### src/hw/rtl/ppa_pkg.sv
`default_nettype none
package ppa_pkg;

	localparam int CoordW   = 16;                // input coordinate width
	localparam int DiffW    = CoordW + 1;        // difference / sum of two coordinates
	localparam int ProdW    = 2 * DiffW;         // signed product of two differences, or of a sum and a difference
	localparam int SqW      = ProdW;             // dx^2 + dy^2
	localparam int RootW    = SqW / 2;           // floor square root
	localparam int RemW     = RootW + 4;         // square root remainder
	localparam int SqrtSteps = SqW / 2;          // one result bit per step
	localparam int IterW    = $clog2(SqrtSteps);
	localparam int PerimW   = 23;
	localparam int AreaW    = 39;
	localparam int ShoeW    = 41;
	localparam int InDataW  = 32;
	localparam int OutDataW = 64;

	typedef enum logic [2:0] {
		ST_IDLE,
		ST_MDX,
		ST_MDY,
		ST_MTERM,
		ST_START,
		ST_SQRT,
		ST_ACC,
		ST_EMIT
	} state_t;

	typedef enum logic [3:0] {
		STEP_NONE,
		STEP_ACCEPT,
		STEP_MDX,
		STEP_MDY,
		STEP_MTERM,
		STEP_START,
		STEP_SQRT,
		STEP_ACC,
		STEP_EMIT
	} step_t;

	typedef struct packed {
		step_t step;
		logic  close;   // edge runs from previous vertex back to the first one
	} dp_cmd_t;

	typedef struct packed {
		logic middle;     // a vertex accepted now opens a new edge
		logic sqrt_done;  // last square root step this cycle
	} dp_status_t;

endpackage
`default_nettype wire

### src/hw/rtl/ppa_ctrl.sv
`default_nettype none
module ppa_ctrl (
	input  wire                    clk,
	input  wire                    arst_n,
	input  wire                    in_valid,
	output logic                   in_ready,
	input  wire                    in_last,
	output logic                   out_valid,
	input  wire                    out_ready,
	output ppa_pkg::dp_cmd_t       cmd,
	input  ppa_pkg::dp_status_t    status
);

	ppa_pkg::state_t state_q, state_d;
	logic close_q, close_d;
	logic last_q, last_d;
	logic out_valid_q;
	logic load_out;

	always_ff @(posedge clk or negedge arst_n) begin
		if (!arst_n) begin
			state_q     <= ppa_pkg::ST_IDLE;
			close_q     <= 1'b0;
			last_q      <= 1'b0;
			out_valid_q <= 1'b0;
		end else begin
			state_q <= state_d;
			close_q <= close_d;
			last_q  <= last_d;
			if (load_out) begin
				out_valid_q <= 1'b1;
			end else if (out_ready) begin
				out_valid_q <= 1'b0;
			end
		end
	end

	always_comb begin
		state_d   = state_q;
		close_d   = close_q;
		last_d    = last_q;
		in_ready  = 1'b0;
		load_out  = 1'b0;
		cmd.step  = ppa_pkg::STEP_NONE;
		cmd.close = close_q;
		unique case (state_q)
			ppa_pkg::ST_IDLE: begin
				in_ready = 1'b1;
				if (in_valid) begin
					cmd.step = ppa_pkg::STEP_ACCEPT;
					last_d   = in_last;
					if (status.middle) begin
						close_d = 1'b0;
						state_d = ppa_pkg::ST_MDX;
					end else if (in_last) begin
						close_d = 1'b1;
						state_d = ppa_pkg::ST_MDX;
					end
				end
			end
			ppa_pkg::ST_MDX: begin
				cmd.step = ppa_pkg::STEP_MDX;
				state_d  = ppa_pkg::ST_MDY;
			end
			ppa_pkg::ST_MDY: begin
				cmd.step = ppa_pkg::STEP_MDY;
				state_d  = ppa_pkg::ST_MTERM;
			end
			ppa_pkg::ST_MTERM: begin
				cmd.step = ppa_pkg::STEP_MTERM;
				state_d  = ppa_pkg::ST_START;
			end
			ppa_pkg::ST_START: begin
				cmd.step = ppa_pkg::STEP_START;
				state_d  = ppa_pkg::ST_SQRT;
			end
			ppa_pkg::ST_SQRT: begin
				cmd.step = ppa_pkg::STEP_SQRT;
				if (status.sqrt_done) begin
					state_d = ppa_pkg::ST_ACC;
				end
			end
			ppa_pkg::ST_ACC: begin
				cmd.step = ppa_pkg::STEP_ACC;
				if (close_q) begin
					state_d = ppa_pkg::ST_EMIT;
				end else if (last_q) begin
					// chain the closing edge
					close_d = 1'b1;
					state_d = ppa_pkg::ST_MDX;
				end else begin
					state_d = ppa_pkg::ST_IDLE;
				end
			end
			ppa_pkg::ST_EMIT: begin
				// hold until the output register is free
				if (!out_valid_q || out_ready) begin
					cmd.step = ppa_pkg::STEP_EMIT;
					load_out = 1'b1;
					close_d  = 1'b0;
					last_d   = 1'b0;
					state_d  = ppa_pkg::ST_IDLE;
				end
			end
			default: begin
				state_d = ppa_pkg::ST_IDLE;
			end
		endcase
	end

	assign out_valid = out_valid_q;

endmodule
`default_nettype wire

### src/hw/rtl/ppa_dp.sv
`default_nettype none
module ppa_dp #(
	parameter int MAX_VERTICES = 32,
	parameter int COORD_WIDTH  = 16
) (
	input  wire                             clk,
	input  wire                             arst_n,
	input  wire  [ppa_pkg::CoordW-1:0]      in_x,
	input  wire  [ppa_pkg::CoordW-1:0]      in_y,
	input  ppa_pkg::dp_cmd_t                cmd,
	output ppa_pkg::dp_status_t             status,
	output logic [ppa_pkg::PerimW-1:0]      perimeter,
	output logic [ppa_pkg::AreaW-1:0]       area,
	output logic                            too_many_vertices
);

	localparam int CwEff = (COORD_WIDTH < ppa_pkg::CoordW) ? COORD_WIDTH : ppa_pkg::CoordW;
	localparam int ExtSh = ppa_pkg::CoordW - CwEff;
	localparam int CntW  = $clog2(MAX_VERTICES + 1);

	localparam int CW = ppa_pkg::CoordW;
	localparam int DW = ppa_pkg::DiffW;
	localparam int PW = ppa_pkg::ProdW;
	localparam int SW = ppa_pkg::ShoeW;
	localparam int RW = ppa_pkg::RootW;
	localparam int MW = ppa_pkg::RemW;
	localparam int EW = ppa_pkg::PerimW;
	localparam int AW = ppa_pkg::AreaW;

	// coordinates, sign-extended from the active width
	logic [CW-1:0]        x_sh, y_sh;
	logic signed [CW-1:0] x_in, y_in;

	logic signed [CW-1:0] first_x_q, first_y_q, prev_x_q, prev_y_q, cur_x_q, cur_y_q;
	logic [CntW-1:0]      count_q;
	logic                 ovf_q;
	logic signed [SW-1:0] shoe_q;
	logic [EW-1:0]        edge_q;

	logic signed [PW-1:0] prod_q;
	logic [ppa_pkg::SqW-1:0] sq_q, rad_q;
	logic [MW-1:0]        rem_q;
	logic [RW-1:0]        root_q;
	logic [ppa_pkg::IterW-1:0] iter_q;

	logic [EW-1:0]        perim_q;
	logic [AW-1:0]        area_q;
	logic                 tmv_q;

	logic signed [CW-1:0] bx, by;
	logic signed [DW-1:0] dx, dy, sx;
	logic signed [DW-1:0] mul_a, mul_b;
	logic signed [PW-1:0] prod_d;

	logic [MW-1:0]        rem_sh, trial, rem_d;
	logic                 ge;

	logic signed [SW:0]   shoe_sum;
	logic signed [SW-1:0] shoe_d;
	logic [EW:0]          edge_sum;
	logic [EW-1:0]        edge_d;
	logic [SW-1:0]        mag;
	logic [AW:0]          half;
	logic [AW-1:0]        area_d;

	assign x_sh = in_x << ExtSh;
	assign y_sh = in_y << ExtSh;
	assign x_in = $signed(x_sh) >>> ExtSh;
	assign y_in = $signed(y_sh) >>> ExtSh;

	assign bx = cmd.close ? first_x_q : cur_x_q;
	assign by = cmd.close ? first_y_q : cur_y_q;
	assign dx = {prev_x_q[CW-1], prev_x_q} - {bx[CW-1], bx};
	assign dy = {prev_y_q[CW-1], prev_y_q} - {by[CW-1], by};
	assign sx = {prev_x_q[CW-1], prev_x_q} + {bx[CW-1], bx};

	// shared multiplier
	always_comb begin
		unique case (cmd.step)
			ppa_pkg::STEP_MDY: begin
				mul_a = dy;
				mul_b = dy;
			end
			ppa_pkg::STEP_MTERM: begin
				mul_a = sx;
				mul_b = dy;
			end
			default: begin
				mul_a = dx;
				mul_b = dx;
			end
		endcase
	end
	assign prod_d = mul_a * mul_b;

	// one root bit per step
	assign rem_sh = {rem_q[MW-3:0], rad_q[ppa_pkg::SqW-1 -: 2]};
	assign trial  = {{(MW-RW-2){1'b0}}, root_q, 2'b01};
	assign ge     = rem_sh >= trial;
	assign rem_d  = ge ? rem_sh - trial : rem_sh;

	assign shoe_sum = {shoe_q[SW-1], shoe_q} + {{(SW+1-PW){prod_q[PW-1]}}, prod_q};
	always_comb begin
		if (shoe_sum[SW] != shoe_sum[SW-1]) begin
			shoe_d = shoe_sum[SW] ? {1'b1, {(SW-1){1'b0}}} : {1'b0, {(SW-1){1'b1}}};
		end else begin
			shoe_d = shoe_sum[SW-1:0];
		end
	end

	assign edge_sum = {1'b0, edge_q} + {{(EW+1-RW){1'b0}}, root_q};
	assign edge_d   = edge_sum[EW] ? {EW{1'b1}} : edge_sum[EW-1:0];

	assign mag    = shoe_q[SW-1] ? SW'(-shoe_q) : SW'(shoe_q);
	assign half   = mag[SW-1:1];
	assign area_d = half[AW] ? {AW{1'b1}} : half[AW-1:0];

	always_ff @(posedge clk or negedge arst_n) begin
		if (!arst_n) begin
			count_q   <= '0;
			ovf_q     <= 1'b0;
			shoe_q    <= '0;
			edge_q    <= '0;
			first_x_q <= '0;
			first_y_q <= '0;
			prev_x_q  <= '0;
			prev_y_q  <= '0;
			cur_x_q   <= '0;
			cur_y_q   <= '0;
			prod_q    <= '0;
			sq_q      <= '0;
			rad_q     <= '0;
			rem_q     <= '0;
			root_q    <= '0;
			iter_q    <= '0;
			perim_q   <= '0;
			area_q    <= '0;
			tmv_q     <= 1'b0;
		end else begin
			unique case (cmd.step)
				ppa_pkg::STEP_ACCEPT: begin
					cur_x_q <= x_in;
					cur_y_q <= y_in;
					if (count_q == '0) begin
						first_x_q <= x_in;
						first_y_q <= y_in;
						prev_x_q  <= x_in;
						prev_y_q  <= y_in;
						count_q   <= CntW'(1);
					end else if (count_q < CntW'(MAX_VERTICES)) begin
						count_q <= count_q + CntW'(1);
					end else begin
						ovf_q <= 1'b1;
					end
				end
				ppa_pkg::STEP_MDX: begin
					prod_q <= prod_d;
				end
				ppa_pkg::STEP_MDY: begin
					prod_q <= prod_d;
					sq_q   <= prod_q;
				end
				ppa_pkg::STEP_MTERM: begin
					prod_q <= prod_d;
					sq_q   <= sq_q + prod_q;
				end
				ppa_pkg::STEP_START: begin
					shoe_q <= shoe_d;
					rad_q  <= sq_q;
					rem_q  <= '0;
					root_q <= '0;
					iter_q <= '0;
				end
				ppa_pkg::STEP_SQRT: begin
					rad_q  <= rad_q << 2;
					rem_q  <= rem_d;
					root_q <= {root_q[RW-2:0], ge};
					iter_q <= iter_q + ppa_pkg::IterW'(1);
				end
				ppa_pkg::STEP_ACC: begin
					edge_q <= edge_d;
					if (!cmd.close) begin
						prev_x_q <= cur_x_q;
						prev_y_q <= cur_y_q;
					end
				end
				ppa_pkg::STEP_EMIT: begin
					perim_q   <= edge_q;
					area_q    <= area_d;
					tmv_q     <= ovf_q;
					// start a new polygon
					count_q   <= '0;
					ovf_q     <= 1'b0;
					shoe_q    <= '0;
					edge_q    <= '0;
					first_x_q <= '0;
					first_y_q <= '0;
					prev_x_q  <= '0;
					prev_y_q  <= '0;
				end
				default: begin
				end
			endcase
		end
	end

	assign status.middle    = (count_q != '0) && (count_q < CntW'(MAX_VERTICES));
	assign status.sqrt_done = (iter_q == ppa_pkg::IterW'(ppa_pkg::SqrtSteps - 1));

	assign perimeter         = perim_q;
	assign area              = area_q;
	assign too_many_vertices = tmv_q;

endmodule
`default_nettype wire

### src/hw/rtl/polygon_perimeter_and_area.sv
// Polygon perimeter and shoelace area over a stream of vertices.
// Input stream: one vertex per transaction, s_axis_tdata = {y, x}, each a
// signed Q8.8 coordinate, s_axis_tlast set on the final vertex of a polygon.
// Output stream: one transaction per polygon, m_axis_tdata = {area, perimeter}
// (perimeter unsigned Q15.8, area unsigned Q23.16, both saturating) and
// m_axis_tuser set when the polygon had more than MAX_VERTICES vertices; the
// extra vertices are ignored, the closing edge still goes back to the first.
// Flow: the first vertex of a polygon and any vertex over the limit open no
// edge of their own, and the next vertex is accepted without a wait. Every
// other vertex opens an edge, and no vertex is taken until it is done: three
// passes through one shared 17x17 multiplier, a start step, a bit-pair square
// root and an accumulate step. The final vertex adds the closing edge as well
// (as its only edge when it is the only vertex or is over the limit), and its
// result is held back while the output register is still occupied.
// A finished result sits in the output register; the next polygon's vertices
// are accepted while the receiver stalls, and only the next result waits.
// Reset clears all sums and counters and drops any pending result.
`default_nettype none
module polygon_perimeter_and_area #(
	parameter int MAX_VERTICES = 32,
	parameter int COORD_WIDTH  = 16
) (
	input  wire                               clk,
	input  wire                               arst_n,
	input  wire                               s_axis_tvalid,
	output logic                              s_axis_tready,
	input  wire  [ppa_pkg::InDataW-1:0]       s_axis_tdata,  // vertex_x, vertex_y
	input  wire                               s_axis_tlast,  // last_vertex
	output logic                              m_axis_tvalid,
	input  wire                               m_axis_tready,
	output logic [ppa_pkg::OutDataW-1:0]      m_axis_tdata,  // perimeter, area, zero pad
	output logic [0:0]                        m_axis_tuser   // too_many_vertices
);

	ppa_pkg::dp_cmd_t    cmd;
	ppa_pkg::dp_status_t status;

	logic [ppa_pkg::PerimW-1:0] perimeter;
	logic [ppa_pkg::AreaW-1:0]  area;
	logic                       too_many_vertices;

	ppa_ctrl u_ctrl (
		.clk       (clk),
		.arst_n    (arst_n),
		.in_valid  (s_axis_tvalid),
		.in_ready  (s_axis_tready),
		.in_last   (s_axis_tlast),
		.out_valid (m_axis_tvalid),
		.out_ready (m_axis_tready),
		.cmd       (cmd),
		.status    (status)
	);

	ppa_dp #(
		.MAX_VERTICES (MAX_VERTICES),
		.COORD_WIDTH  (COORD_WIDTH)
	) u_dp (
		.clk               (clk),
		.arst_n            (arst_n),
		.in_x              (s_axis_tdata[ppa_pkg::CoordW-1:0]),
		.in_y              (s_axis_tdata[2*ppa_pkg::CoordW-1:ppa_pkg::CoordW]),
		.cmd               (cmd),
		.status            (status),
		.perimeter         (perimeter),
		.area              (area),
		.too_many_vertices (too_many_vertices)
	);

	assign m_axis_tdata = {{(ppa_pkg::OutDataW - ppa_pkg::PerimW - ppa_pkg::AreaW){1'b0}},
		area, perimeter};
	assign m_axis_tuser = too_many_vertices;

endmodule
`default_nettype wire

### config.mk
export PLATFORM = sky130hd
export DESIGN_NAME = polygon_perimeter_and_area
export DESIGN_NICKNAME = d
export VERILOG_FILES = /design/src/hw/rtl/ppa_pkg.sv /design/src/hw/rtl/ppa_ctrl.sv /design/src/hw/rtl/ppa_dp.sv /design/src/hw/rtl/polygon_perimeter_and_area.sv
export SDC_FILE = /design/constraint.sdc
export NUM_CORES = 2
export LEC_CHECK = 0
export ABC_AREA = 1
export BUFFER_PORTS_ARGS = -buffer_cell sky130_fd_sc_hd__buf_4
export CORE_UTILIZATION = 65
export CTS_BUF_LIST = sky130_fd_sc_hd__clkbuf_2 sky130_fd_sc_hd__clkbuf_4 sky130_fd_sc_hd__clkbuf_8
export DETAILED_ROUTE_END_ITERATION = 10
export MAX_ROUTING_LAYER = met4
export PLACE_DENSITY = 0.93
export SETUP_SLACK_MARGIN = 0.15
export SLEW_MARGIN = 15
export SYNTH_ARGS = -nofsm -noshare
export SYNTH_HDL_FRONTEND = slang
export SYNTH_HIERARCHICAL = 1
export SYNTH_SLANG_ARGS = --single-unit
### constraint.sdc
create_clock -name clk -period 16.7 [get_ports clk]
set_input_delay 0 -clock clk [delete_from_list [all_inputs] [get_ports clk]]
set_output_delay 0 -clock clk [all_outputs]
set_load 0.005 [all_outputs]
==> summary.txt <==
Layout
  – Sequential cell area: 9490 sq um
  – Layout cells sized above 1: about 7.1%
  – Final non-filler cell total: approximately 6400
  – Layout area overhead: 8.22%
  – Fillers: 4859
  – Area of the multi-input gates: 25500 sq um
  – Nets: 6136

Setup path
  – Crit start category: flop
  – R2R cell count: 39
  – Maximum fanout along the worst path: 63
  – Crit path capture type: flop
  – Cell repeated most along the worst path: inv_1
  – Critical path class: flop to flop
  – R2r setup slk: roughly 5.8 ns
  – CP top delay family: simple AND/OR/NAND/NOR gates
  – WP buf/inv: 12
  – Worst Path Required: between 15 and 20 ns
  – Number of stages on the worst setup path: 39
  – Worst EP arrival: 11.45 ns
  – CP max-delay cell: nor2_1
  – Slowest stage delay, CP: 0.87 ns

Min path
  – Worst hold stages: 4
  – Hold Path Class: input pin to flop

Route
  – WL/cell: ~20 microns
  – Post-Route WL: 125 mm
  – DR vias: about 38000
  – DRT met1 WL: approximately 48 mm
  – TritonRoute pass-1 iters: 10
  – Post-DRT Antenna Nets: 0
  – Initial DRC count: around 3700
  – Number of vias per cell: about 5.9
  – Total length of routed met2 wires: 59.3 mm
  – Final routed DRC violation total: 14
  – Met3 wire len: slightly above 10 mm
  – Highest Signal Layer: met4

Logic synthesis
  – Syn Area/Cell: 7.17 sq um
  – Syn. warnings: 6
  – Post-Syn Instances: 5461
  – Seq/Total Area, Yosys: 24.2%
  – Synth top area share: roughly a quarter
  – Synth area leaders: dfrtp_1 24%, fa_1 15%, nand2_1 14%
  – Post-synth top area cell: dfrtp_1
  – Seq cells post-synth: between 300 and 400
  – EDFF count, synth: 0
  – Main synth FF type: dfrtp_1
  – Mapped Area: 39200 sq um
  – Ys async rst share: 100%
  – Post-synthesis cell type count: just over 60

Timing
  – Hold Violations, Final: 0
  – Final setup fails: 0
  – Worst rel slew slack: between 20% and 30%
  – Max-slew violation count: 0
  – Final min period: 10.90 ns
  – Fin crit share: between 60% and 70%
  – Setup_tns: 0 ns
  – Fmax: between 90 and 100 MHz
  – Unrepaired setup endpoints after global routing: no
  – Actual transition at the worst max-transition pin: between 1 and 1.5 ns
  – Setup Skew: 0.0725 ns

Die
  – Std-Cell Rows: between 80 and 90
  – Core Box Area: around 59000 sq um
  – Die Height: approximately 250 microns
  – I/O pin cnt: between 100 and 150
  – Die area: 61200 sq um
  – DIE WIDTH: 247 microns
  – Starting Density: 66.1%

GRT
  – GRT Overall Usage: 42.9%
  – Pin count of the biggest net entering global routing: just over 80
  – Grt total ovfl: 0
  – Number of global-route vias before repair: between 30000 and 40000
  – Initial antenna violation count: 2
  – First-pass GRT wire length: between 150 and 200 mm

CTS
  – Total CTS buffers: 69
  – Clock Sinks: 379
  – CTS tree: built
  – Post_cts resized: 0
  – Worst skew pair latency: around 0.7 ns
  – Worst-path clk slew: 0.07 ns
  – Root Driver: clkbuf_8
  – Max clock buf depth: 3
  – Post-CTS setup buffer count: 0
  – H-tree depth: 3
  – Hold_buf cts: 40

Run status
  – Status: finished, violations left
  – Failing checks: DRC

Placement
  – HPWL after DPL: 95.5 mm
  – GP Congestion: 1.07
  – IO Port Bufs: 101
  – Placed Cells: 6207

Run
  – MaxCap Viol Count: 0
==> cell type report <==
cell class / count / area share (%)
antenna: 3 / 0.0177
clock buffer: 107 / 3.18
clock inverter: 18 / 0.525
inverter: 928 / 8.22
multi-input combinational: 4001 / 60.2
sequential: 379 / 22.4
tap: 773 / 2.28
timing repair buffer: 166 / 3.23
==> cell usage after synthesis, drive strengths merged (15+ instances only) <==
library cell / number
nand2: 1507
inv: 926
nor2: 528
dfrtp: 379
o21ai: 374
fa: 303
nand3: 296
ha: 251
a21oi: 222
xor2: 79
clkbuf: 78
buf: 76
nand4: 72
xnor2: 52
o22ai: 51
o211ai: 43
nor3: 36
o21bai: 30
mux2: 29
a21o: 17
a31oi: 15
nand3b: 15
==> registers in the layout, indices dropped and copies added (netlist names), 17 cells and up <==
signal	flops
u_dp/shoe_q	41
u_dp/area	39
u_dp/prod_q	34
u_dp/rad_q	34
u_dp/sq_q	34
u_dp/edge_q	23
u_dp/perimeter	23
u_dp/rem_q	19
u_dp/root_q	17
==> cell usage in the layout (no fill, tap or decap), types with 72 or more instances in the layout <==
master       n
a21oi_1    216
ha_1       251
nand3_1    292
fa_1       303
nand2_1   1478
xor2_1      79
clkbuf_8    87
inv_1      896
buf_4      125
o21ai_0    366
nor2_1     507
dfrtp_1    378
nand4_1     72
==> through the flow <==
step	setup slack (ns)	util [%]	cell area [sq um]	hold slack, ns
6_report	5.80	71.6	42400	0.173
5_1_grt	5.18	71.6	42400	0.189
4_1_cts	6.04	71.5	42400	0.138
3_5_place_dp	6.10	68.2	40400	0.0790
3_3_place_gp	6.27	68.2	40400	0.0757
2_1_floorplan	8.67	-	39200	-0.296
==> cell families after synthesis <==
family                   count (synthesis)  synth area share, %
other                                    1              0.00957
buffers and inverters                 1082                 10.7
AND/OR/NAND/NOR                       2488                 26.3
multiplexers                            29                0.834
XOR/XNOR                               131                 2.93
adder cells (fa/ha/maj)                554                 23.5
AO/OA/AOI/OAI                          797                 11.5
flip-flops                             379                 24.2
==> tightest hold or removal path, stage by stage <==
cell and delay (ns):
dlygate4sd3_1 0.53, buf_4 0.10, inv_1 0.05, o21ai_0 0.15
==> per-layer routing <==
metal	vias up	global-route usage, %
li1	17400	-
met5	-	-
met4	0	24.0
met1	17800	50.6
met3	543	7.07
met2	1939	69.8
==> final timing paths <==
path / start / endpoint
max: u_ctrl/state_q[1]$_DFFE_PN0P_ / u_dp/prod_q[23]$_DFFE_PN0P_
min: s_axis_tdata[20] / u_dp/cur_y_q[4]$_DFFE_PN0P_
max reg2reg: u_ctrl/state_q[1]$_DFFE_PN0P_ / u_dp/prod_q[23]$_DFFE_PN0P_
min reg2reg: u_dp/perimeter[12]$_DFFE_PN0P_ / u_dp/perimeter[12]$_DFFE_PN0P_
max in group asynchronous: arst_n / u_dp/sq_q[20]$_DFFE_PN0N_
min in group asynchronous: arst_n / u_dp/area[4]$_DFFE_PN0P_
Power is not shown: default switching activity piles up to over one toggle a cycle in this logic, so the estimate is an artifact.
